[config.mk]
export PLATFORM = sky130hd
export DESIGN_NAME = murmur_byte_hash_top
export DESIGN_NICKNAME = d
export VERILOG_FILES = /design/src/sv/mbh_pkg.sv /design/src/sv/murmur_byte_hash_top.sv /design/src/sv/mbh_fifo.sv /design/src/sv/mbh_mul.sv /design/src/sv/mbh_front.sv /design/src/sv/mbh_back.sv
export SDC_FILE = /design/constraint.sdc
export NUM_CORES = 2
export LEC_CHECK = 0
export ABC_AREA = 1
export BUFFER_PORTS_ARGS = -buffer_cell sky130_fd_sc_hd__buf_2
export CORE_MARGIN = 10
export CORE_UTILIZATION = 50
export CTS_BUF_LIST = sky130_fd_sc_hd__clkbuf_8
export CTS_CLUSTER_DIAMETER = 150
export DETAILED_ROUTE_END_ITERATION = 10
export HOLD_SLACK_MARGIN = 0.06
export PLACE_DENSITY = 0.72
export SLEW_MARGIN = 20
export SYNTH_ARGS = -nofsm -noshare
export SYNTH_HDL_FRONTEND = slang
export SYNTH_SLANG_ARGS = --single-unit
[constraint.sdc]
create_clock -name clk -period 9.2 [get_ports clk]
set_input_delay 1.38 -clock clk [delete_from_list [all_inputs] [get_ports clk]]
set_output_delay 1.38 -clock clk [all_outputs]
set_load 0.01 [all_outputs]
[src/sv/mbh_pkg.sv]
package mbh_pkg;

    // Multiplier constant. The low half is also the 32-bit Murmur2 constant.
    localparam logic [31:0] MUL_LO = 32'h5bd1e995;
    localparam logic [31:0] MUL_HI = 32'hc6a4a793;

    localparam logic [63:0] SEED_RESET      = 64'h0000_0000_c70f_6907;
    localparam logic        WORD_MODE_RESET = 1'b0;

    // Configuration register indexes.
    localparam int          CFG_IDX_W     = 1;
    localparam logic [0:0]  CFG_SEED      = 1'b0;
    localparam logic [0:0]  CFG_WORD_MODE = 1'b1;

    localparam int MBH_QUEUE_DEPTH = 2;

    // Item classes decided by the front end.
    localparam logic [1:0] CLS_EMPTY = 2'd0;
    localparam logic [1:0] CLS_TAIL  = 2'd1;
    localparam logic [1:0] CLS_FULL  = 2'd2;

    typedef struct packed {
        logic        mode32;
        logic        first;
        logic        last;
        logic [1:0]  cls;
        logic [63:0] data;
        logic [31:0] len;
    } item_t;

endpackage

[src/sv/murmur_byte_hash_top.sv]
// Channel   | Direction | Handshake           | Payload
// ----------+-----------+---------------------+-----------------------------------------
// input     | in        | in_valid / in_stall | data_word, byte_count, last_item,
//           |           |                     | message_length
// result    | out       | out_valid/out_stall | hash_value
// config    | in        | cfg_wr_en           | cfg_index, cfg_data
//
// An item's time in the back end is set by the single shared multiplier, which forms
// one product at a time: a full word needs three products, a short word one, an empty
// item none, the first item of a 64-bit message one more, and the last item one more.
// rst_n clears the control state asynchronously; seed returns to 0xc70f6907, mode to 64-bit.
// in_stall rises only when the item queue is full; out_stall holds the result register,
// and the back end keeps working until it needs that register again.
module murmur_byte_hash_top #(
    parameter int QUEUE_DEPTH = mbh_pkg::MBH_QUEUE_DEPTH
) (
    input  logic                         clk,
    input  logic                         rst_n,
    input  logic                         in_valid,
    output logic                         in_stall,
    input  logic [63:0]                  data_word,
    input  logic [3:0]                   byte_count,
    input  logic                         last_item,
    input  logic [31:0]                  message_length,
    output logic                         out_valid,
    input  logic                         out_stall,
    output logic [63:0]                  hash_value,
    input  logic                         cfg_wr_en,
    input  logic [mbh_pkg::CFG_IDX_W-1:0] cfg_index,
    input  logic [63:0]                  cfg_data
);
    import mbh_pkg::*;

    // Configuration registers. The user must make writes only while the block is idle;
    // the block does not check this. The back end reads the seed as it opens a message.
    logic [63:0] seed_reg;
    logic [63:0] seed_next;
    logic        word_mode_reg;
    logic        word_mode_next;

    always_comb
    begin
        seed_next      = seed_reg;
        word_mode_next = word_mode_reg;
        if (cfg_wr_en)
        begin
            unique case (cfg_index)
                CFG_SEED:      seed_next      = cfg_data;
                CFG_WORD_MODE: word_mode_next = cfg_data[0];
                default:       seed_next      = seed_reg;
            endcase
        end
    end

    always_ff @(posedge clk or negedge rst_n)
    begin
        if (!rst_n)
        begin
            seed_reg      <= SEED_RESET;
            word_mode_reg <= WORD_MODE_RESET;
        end
        else
        begin
            seed_reg      <= seed_next;
            word_mode_reg <= word_mode_next;
        end
    end

    // The front end classifies each transfer (first of a message, full word,
    // short tail or empty) and masks off the unused bytes.
    item_t       push_item;
    item_t       pop_item;
    logic        q_push;
    logic        q_pop;
    logic        q_full;
    logic        q_nonempty;
    logic [63:0] mul_op;
    logic        mul_mode32;
    logic [63:0] mul_product;

    mbh_front u_front (
        .clk            (clk),
        .rst_n          (rst_n),
        .in_valid       (in_valid),
        .data_word      (data_word),
        .byte_count     (byte_count),
        .last_item      (last_item),
        .message_length (message_length),
        .word_mode      (word_mode_reg),
        .q_full         (q_full),
        .in_stall       (in_stall),
        .q_push         (q_push),
        .q_item         (push_item)
    );

    // The queue lets the input side keep taking transfers while the back end
    // grinds through the multiplies of an earlier word.
    mbh_fifo #(
        .DEPTH (QUEUE_DEPTH)
    ) u_fifo (
        .clk      (clk),
        .rst_n    (rst_n),
        .push     (q_push),
        .wr_item  (push_item),
        .pop      (q_pop),
        .rd_item  (pop_item),
        .full     (q_full),
        .nonempty (q_nonempty)
    );

    // The back end sequences the hash rounds through one shared multiplier
    // and owns the accumulator and the result register.
    mbh_back u_back (
        .clk         (clk),
        .rst_n       (rst_n),
        .q_valid     (q_nonempty),
        .q_item      (pop_item),
        .q_pop       (q_pop),
        .seed        (seed_reg),
        .mul_op      (mul_op),
        .mul_mode32  (mul_mode32),
        .mul_product (mul_product),
        .out_stall   (out_stall),
        .out_valid   (out_valid),
        .hash_value  (hash_value)
    );

    mbh_mul u_mul (
        .clk     (clk),
        .op      (mul_op),
        .mode32  (mul_mode32),
        .product (mul_product)
    );

endmodule

[src/sv/mbh_fifo.sv]
module mbh_fifo #(
    parameter int DEPTH = mbh_pkg::MBH_QUEUE_DEPTH
) (
    input  logic          clk,
    input  logic          rst_n,
    input  logic          push,
    input  mbh_pkg::item_t wr_item,
    input  logic          pop,
    output mbh_pkg::item_t rd_item,
    output logic          full,
    output logic          nonempty
);
    import mbh_pkg::*;

    localparam int PTR_W = (DEPTH > 1) ? $clog2(DEPTH) : 1;
    localparam int CNT_W = $clog2(DEPTH + 1);

    item_t            slot_reg [DEPTH];
    logic [PTR_W-1:0] wr_ptr_reg;
    logic [PTR_W-1:0] wr_ptr_next;
    logic [PTR_W-1:0] rd_ptr_reg;
    logic [PTR_W-1:0] rd_ptr_next;
    logic [CNT_W-1:0] count_reg;
    logic [CNT_W-1:0] count_next;

    always_comb
    begin
        wr_ptr_next = wr_ptr_reg;
        rd_ptr_next = rd_ptr_reg;
        count_next  = count_reg;
        if (push)
        begin
            wr_ptr_next = (wr_ptr_reg == PTR_W'(DEPTH - 1)) ? '0 : wr_ptr_reg + 1'b1;
        end
        if (pop)
        begin
            rd_ptr_next = (rd_ptr_reg == PTR_W'(DEPTH - 1)) ? '0 : rd_ptr_reg + 1'b1;
        end
        if (push && !pop)
        begin
            count_next = count_reg + 1'b1;
        end
        else if (pop && !push)
        begin
            count_next = count_reg - 1'b1;
        end
    end

    always_ff @(posedge clk or negedge rst_n)
    begin
        if (!rst_n)
        begin
            wr_ptr_reg <= '0;
            rd_ptr_reg <= '0;
            count_reg  <= '0;
        end
        else
        begin
            wr_ptr_reg <= wr_ptr_next;
            rd_ptr_reg <= rd_ptr_next;
            count_reg  <= count_next;
        end
    end

    always_ff @(posedge clk)
    begin
        if (push)
        begin
            slot_reg[wr_ptr_reg] <= wr_item;
        end
    end

    assign rd_item  = slot_reg[rd_ptr_reg];
    assign full     = (count_reg == CNT_W'(DEPTH));
    assign nonempty = (count_reg != '0);

endmodule

[src/sv/mbh_mul.sv]
module mbh_mul (
    input  logic        clk,
    input  logic [63:0] op,
    input  logic        mode32,
    output logic [63:0] product
);
    import mbh_pkg::*;

    // Product modulo 2^64 from three 32x32 partial products. The high-by-high
    // term falls entirely above bit 63. In 32-bit mode the high constant half
    // is zero and the operand's upper half is zero.
    logic [31:0] mul_hi;
    logic [63:0] pp_ll_next;
    logic [31:0] pp_lh_next;
    logic [31:0] pp_hl_next;
    logic [63:0] pp_ll_reg;
    logic [31:0] pp_lh_reg;
    logic [31:0] pp_hl_reg;

    assign mul_hi     = mode32 ? 32'd0 : MUL_HI;
    assign pp_ll_next = op[31:0] * MUL_LO;
    assign pp_lh_next = op[31:0] * mul_hi;
    assign pp_hl_next = op[63:32] * MUL_LO;

    always_ff @(posedge clk)
    begin
        pp_ll_reg <= pp_ll_next;
        pp_lh_reg <= pp_lh_next;
        pp_hl_reg <= pp_hl_next;
    end

    assign product = pp_ll_reg + {pp_lh_reg + pp_hl_reg, 32'd0};

endmodule

[src/sv/mbh_front.sv]
module mbh_front (
    input  logic           clk,
    input  logic           rst_n,
    input  logic           in_valid,
    input  logic [63:0]    data_word,
    input  logic [3:0]     byte_count,
    input  logic           last_item,
    input  logic [31:0]    message_length,
    input  logic           word_mode,
    input  logic           q_full,
    output logic           in_stall,
    output logic           q_push,
    output mbh_pkg::item_t q_item
);
    import mbh_pkg::*;

    logic       in_message_reg;
    logic       in_message_next;
    logic       is_full;
    logic [7:0] byte_en;

    // A full word is 8 bytes, or 4 bytes in 32-bit mode; larger counts saturate.
    assign is_full = word_mode ? (byte_count >= 4'd4) : (byte_count >= 4'd8);

    // Keep only the bytes that take part; bytes 4 to 7 never do in 32-bit mode.
    always_comb
    begin
        for (int i = 0; i < 8; i++)
        begin
            byte_en[i] = (4'(i) < byte_count) && (!word_mode || i < 4);
        end
    end

    always_comb
    begin
        q_item.mode32 = word_mode;
        q_item.first  = !in_message_reg;
        q_item.last   = last_item;
        q_item.len    = message_length;
        for (int i = 0; i < 8; i++)
        begin
            q_item.data[8*i +: 8] = byte_en[i] ? data_word[8*i +: 8] : 8'd0;
        end
        if (byte_count == 4'd0)
        begin
            q_item.cls = CLS_EMPTY;
        end
        else if (is_full)
        begin
            q_item.cls = CLS_FULL;
        end
        else
        begin
            q_item.cls = CLS_TAIL;
        end
    end

    assign in_stall = q_full;
    assign q_push   = in_valid && !q_full;

    always_comb
    begin
        in_message_next = in_message_reg;
        if (q_push)
        begin
            in_message_next = !last_item;
        end
    end

    always_ff @(posedge clk or negedge rst_n)
    begin
        if (!rst_n)
        begin
            in_message_reg <= 1'b0;
        end
        else
        begin
            in_message_reg <= in_message_next;
        end
    end

endmodule

[src/sv/mbh_back.sv]
module mbh_back (
    input  logic           clk,
    input  logic           rst_n,
    input  logic           q_valid,
    input  mbh_pkg::item_t q_item,
    output logic           q_pop,
    input  logic [63:0]    seed,
    output logic [63:0]    mul_op,
    output logic           mul_mode32,
    input  logic [63:0]    mul_product,
    input  logic           out_stall,
    output logic           out_valid,
    output logic [63:0]    hash_value
);
    import mbh_pkg::*;

    localparam logic [3:0] ST_IDLE     = 4'd0;
    localparam logic [3:0] ST_SEED_PP  = 4'd1;
    localparam logic [3:0] ST_SEED_RES = 4'd2;
    localparam logic [3:0] ST_BODY     = 4'd3;
    localparam logic [3:0] ST_K1_PP    = 4'd4;
    localparam logic [3:0] ST_K1_RES   = 4'd5;
    localparam logic [3:0] ST_K2_PP    = 4'd6;
    localparam logic [3:0] ST_K2_RES   = 4'd7;
    localparam logic [3:0] ST_A_PP     = 4'd8;
    localparam logic [3:0] ST_A_RES    = 4'd9;
    localparam logic [3:0] ST_FIN      = 4'd10;
    localparam logic [3:0] ST_F_PP     = 4'd11;
    localparam logic [3:0] ST_F_RES    = 4'd12;

    logic [3:0]  state_reg;
    logic [3:0]  state_next;
    item_t       cur_reg;
    item_t       cur_next;
    logic [63:0] acc_reg;
    logic [63:0] acc_next;
    logic [63:0] op_reg;
    logic [63:0] op_next;
    logic [31:0] kx_reg;
    logic [31:0] kx_next;
    logic        out_valid_reg;
    logic        out_valid_next;
    logic [63:0] hash_reg;
    logic [63:0] hash_next;
    logic [31:0] p32;
    logic [31:0] a32;
    logic        out_free;

    assign p32      = mul_product[31:0];
    assign a32      = acc_reg[31:0];
    assign out_free = !out_valid_reg || !out_stall;
    assign q_pop    = (state_reg == ST_IDLE) && q_valid;

    always_comb
    begin
        state_next     = state_reg;
        cur_next       = cur_reg;
        acc_next       = acc_reg;
        op_next        = op_reg;
        kx_next        = kx_reg;
        hash_next      = hash_reg;
        out_valid_next = out_valid_reg && out_stall;
        unique case (state_reg)
            ST_IDLE:
            begin
                if (q_valid)
                begin
                    cur_next = q_item;
                    if (q_item.first && !q_item.mode32)
                    begin
                        op_next    = {32'd0, q_item.len};
                        state_next = ST_SEED_PP;
                    end
                    else
                    begin
                        if (q_item.first)
                        begin
                            acc_next = {32'd0, seed[31:0] ^ q_item.len};
                        end
                        state_next = ST_BODY;
                    end
                end
            end
            ST_SEED_PP:
            begin
                state_next = ST_SEED_RES;
            end
            ST_SEED_RES:
            begin
                acc_next   = seed ^ mul_product;
                state_next = ST_BODY;
            end
            ST_BODY:
            begin
                kx_next = 32'd0;
                unique case (cur_reg.cls)
                    CLS_FULL:
                    begin
                        op_next    = cur_reg.data;
                        state_next = ST_K1_PP;
                    end
                    CLS_TAIL:
                    begin
                        op_next    = cur_reg.mode32 ? {32'd0, a32 ^ cur_reg.data[31:0]}
                                                    : acc_reg ^ cur_reg.data;
                        state_next = ST_A_PP;
                    end
                    default:
                    begin
                        // The 32-bit form keeps only the low accumulator half,
                        // even when the item carries no bytes.
                        if (cur_reg.mode32)
                        begin
                            acc_next = {32'd0, a32};
                        end
                        state_next = ST_FIN;
                    end
                endcase
            end
            ST_K1_PP:
            begin
                state_next = ST_K1_RES;
            end
            ST_K1_RES:
            begin
                op_next    = cur_reg.mode32 ? {32'd0, p32 ^ (p32 >> 24)}
                                            : mul_product ^ (mul_product >> 47);
                state_next = ST_K2_PP;
            end
            ST_K2_PP:
            begin
                state_next = ST_K2_RES;
            end
            ST_K2_RES:
            begin
                // 32-bit mode multiplies the accumulator first and folds in
                // the mixed word afterwards; 64-bit mode folds it in first.
                if (cur_reg.mode32)
                begin
                    op_next = {32'd0, a32};
                    kx_next = p32;
                end
                else
                begin
                    op_next = acc_reg ^ mul_product;
                end
                state_next = ST_A_PP;
            end
            ST_A_PP:
            begin
                state_next = ST_A_RES;
            end
            ST_A_RES:
            begin
                acc_next   = cur_reg.mode32 ? {32'd0, p32 ^ kx_reg} : mul_product;
                state_next = ST_FIN;
            end
            ST_FIN:
            begin
                if (cur_reg.last)
                begin
                    op_next    = cur_reg.mode32 ? {32'd0, a32 ^ (a32 >> 13)}
                                                : acc_reg ^ (acc_reg >> 47);
                    state_next = ST_F_PP;
                end
                else
                begin
                    state_next = ST_IDLE;
                end
            end
            ST_F_PP:
            begin
                state_next = ST_F_RES;
            end
            ST_F_RES:
            begin
                if (out_free)
                begin
                    hash_next      = cur_reg.mode32 ? {32'd0, p32 ^ (p32 >> 15)}
                                                    : mul_product ^ (mul_product >> 47);
                    out_valid_next = 1'b1;
                    state_next     = ST_IDLE;
                end
            end
            default:
            begin
                state_next = ST_IDLE;
            end
        endcase
    end

    always_ff @(posedge clk or negedge rst_n)
    begin
        if (!rst_n)
        begin
            state_reg     <= ST_IDLE;
            out_valid_reg <= 1'b0;
            acc_reg       <= '0;
        end
        else
        begin
            state_reg     <= state_next;
            out_valid_reg <= out_valid_next;
            acc_reg       <= acc_next;
        end
    end

    always_ff @(posedge clk)
    begin
        cur_reg  <= cur_next;
        op_reg   <= op_next;
        kx_reg   <= kx_next;
        hash_reg <= hash_next;
    end

    assign mul_op     = op_reg;
    assign mul_mode32 = cur_reg.mode32;
    assign out_valid  = out_valid_reg;
    assign hash_value = hash_reg;

endmodule

==> results.md <==
- For this run, the post-layout net count is 9611.
- Global routing finished with a remaining overflow of 0.
- The flow ran to the end, and the final reports show no timing, DRC or antenna violations.
- The die covers 154000 sq um.
- At the pin with the least slew margin, the transition time is 1210 ps.
- The count of pins over their slew limit came to 0.
- The die is 393 microns tall.
- In this run, synthesis inferred 430 flip-flops with an integrated enable.
- The flip-flop count of the largest register, all copies and words added is 202.
- The total area inside the core boundary comes to 138000 sq um.
- The count of synthesis-stage warnings from yosys is 0.
- The endpoint identified for the worst register-to-register timing path is u_mul.pp_lh_reg[26].
- After the first detailed-routing iteration, the DRC count stood at 5510.
- The routed layout has 53800 vias.
- Based on the critical path, the design can be clocked at up to 114 MHz.
- The number of global-route vias before repair was 54900.
- The count of endpoints failing hold in the final timing report is 0.
- Once placement completed, the tool counted placed cells totaling 9458.
- Data on the critical path arrives at its endpoint at 9500 ps.
- The tree built by TritonCTS fans out to 696 sinks.
- The worst-case setup margin in the final layout is 449 ps.
- The post-detailed-route DRC marker count is 0.
- The setup fix buffers added after clock tree synthesis is 0.
- Pin placement for this block handled 237 I/O pins.
- The number of fillers in the final layout is 12200.
- The commonest cells after synthesis are inv_1 (1762), nand2_1 (1177), ha_1 (870).
- Of the cells placed in the final design, the portion with a size suffix greater than 1 is 0.0715.
- Excluding fillers, the count of instances in the completed layout stands at 9686.
- The depth of the worst register-to-register path is 24.
- The H-tree was split into 3 levels.
- The number of cells on the worst hold path is 2.
- The clock latency at the later pin of the worst-skew pair is 890 ps.
- The per-instance average area after synthesis is 9.25 sq um.
- The number of input and output port buffers inserted is 236.
- When the netlist entered floorplanning its net count stood at 9330.
- In the final routed layout, each cell accounts on average for 23.3 microns.
- The kind of capture point of the worst setup path is a flop.
- The most used flip-flop cell after synthesis is edfxtp_1.
- The number of rows in the core area is 136.
- Entering global routing, the biggest net connects 126 pins.
- The final weighted congestion in routability-driven placement is 1.04.
- The total setup violations reported at the end of the flow is 0.
- The number of vias per cell after detailed routing is 5.55.
- Ranked by total cell area, the synthesized netlist is headed by fa_1 (23%), edfxtp_1 (19%), ha_1 (16%).
- The worst setup path is launched from a flop.
- The detail route stage leaves a number of antenna-violating nets equal to 0.
- The maximum root-to-sink buffer count is 3.
- Between clock sinks in the finished design, the worst skew comes to 58.6 ps.
- The fraction of registers with async set or reset after synthesis is 0.200.
- Setup repair after global routing left no endpoint under its margin.
- The launch point of the worst hold path is u_back.out_valid.
- The portion of the clock cycle consumed by the worst path in the final layout is 0.951.
- The terminating pin of the worst hold path is u_back.out_valid.
- The maximum net fanout on the critical path is 19.
- The number of gates resized after CTS was 0.
- The top-area cell type share of the netlist area is 0.227.
- The flip-flop and latch count after synthesis is 696.
- The tree is rooted in a clkbuf_8.
- The total wire length after detailed routing is 225000 microns.
- Before antenna repair, the detailed router went through 6 iterations.
- The sequential element share of the synthesized area is 0.273.
- Max-cap violations in this run came to 0.
- The clock tree from TritonCTS is built.
- The met3 global-route usage is 0.0551.
- The most common cell in the synthesized netlist is inv_1.
- The synthesized instance count is 7503.
- After routing, the total negative slack on setup checks comes to 0 ps.
- The worst-case setup slack after placement is 735 ps.
- The number of clock buffers added by TritonCTS is 118.
- The first global-routing pass estimated 338000 microns of wire.
- The initial antenna violation count is 4.
- After global routing, the most crowded layer is met2.
- The tightest min-delay check is of the flop to flop type.
- The met1 track demand over resource is 0.393.
- The final HPWL from detailed placement is 182000 microns.
- After clock tree synthesis, the clock-pin slew on the worst setup and hold paths is 60 ps.
- The minimum period implied by the final worst setup slack is 8750 ps.
- The required time of the worst setup path is 9950 ps.
- For this run, the total global-route usage over all layers was measured as 0.292.
- In this run the worst setup path begins at u_back.mul_mode32.
- Summing every instance area after synthesis gives 69400 sq um.
- The floorplan die width is 393 microns.
- The startpoint identified for the worst register-to-register timing path is u_back.mul_mode32.
- Buffers inserted to repair hold after CTS numbered 0.
- The count of cell types in the netlist is 65.
- The worst setup path is of the flop to flop kind.
- The worst pin sits at a relative slew slack of 0.190.
- The effective utilization at floorplan is 0.504.
- The met2 usage in global routing is 0.454.
- Hold timing on the final database bottoms out at a slack of 498 ps.
- The cell type with the highest aggregate area in the netlist is fa_1.
- Across all register-to-register paths, the minimum setup slack is 450 ps.
- The area growth from synthesis to layout is 8.73%.
==> routing by layer <==
metal | wire length [microns] | vias up
met4 | 12200 | 4
met5 | 27 | -
met1 | 92400 | 26300
met3 | 20600 | 513
met2 | 100000 | 2659
li1 | - | 24400
==> layout make-up <==
type	count	area, sq um	area share
clock buffer	130	1790	0.0237
inverter	1771	6650	0.0881
clock inverter	95	806	0.0107
multi-input combinational	4897	43300	0.574
tap	1794	2240	0.0298
sequential	696	19000	0.251
timing repair buffer	300	1680	0.0223
antenna	3	7.51	0.0000995
==> metrics by stage <==
step | utilization | cell area, sq um
after floorplan | - | 69400
after detailed placement | 0.529 | 72800
after CTS | 0.548 | 75400
final | 0.548 | 75400
after global placement | 0.529 | 72800
after global routing | 0.548 | 75400
==> critical path, cell delays in order, from the launching register on <==
cell	delay, ps
edfxtp_1	1140
clkinv_2	700
nand2_1	590
inv_1	360
fa_1	500
ha_1	210
fa_1	540
inv_1	50
fa_1	480
inv_1	50
fa_1	500
inv_1	60
fa_1	560
fa_1	440
fa_1	500
inv_1	40
ha_1	340
nand2_1	160
nor3_1	510
nand4_1	210
nand3_1	190
nand3_1	90
nand2_1	120
a21oi_1	90
xnor2_1	130
==> how the worst max path moves through the flow <==
stage / endpoint / slack, ps
floorplan: u_mul.pp_lh_reg[27] / 2390
global placement: u_mul.pp_lh_reg[26] / 640
detailed placement: u_mul.pp_lh_reg[26] / 730
CTS: u_mul.pp_lh_reg[26] / 710
global route: u_mul.pp_lh_reg[27] / 220
finish: u_mul.pp_lh_reg[26] / 450
==> cells in the final DEF, fill, tap and decap left out, drive strengths merged, types with 8 or more instances in the layout <==
cell	instances
inv	1798
nand2	1184
ha	870
fa	786
edfxtp	430
nor2	429
a21oi	352
buf	300
nand3	268
o21ai	253
xor2	196
xnor2	135
clkbuf	130
dfxtp	127
dfrtp	123
clkinv	53
nand4	44
a31oi	38
o21bai	34
o211ai	32
o221ai	31
mux2	30
o2111ai	28
nor3	25
a22oi	24
o22ai	24
a21o	19
dfstp	16
a32oi	14
and3	11
nor4	10
o21a	9
nand3b	9
bufinv	9
a21boi	8
==> cells by family after synthesis <==
group,synth area share
muxes,0.00516
AOI/OAI and AO/OA,0.0751
adders and majority gates,0.384
xor gates and xnor gates,0.0418
DFF,0.273
and+or+nand+nor,0.117
buffers and inverters,0.104
Power is not shown: default switching activity piles up to over one toggle a cycle in this logic, so the estimate is an artifact.
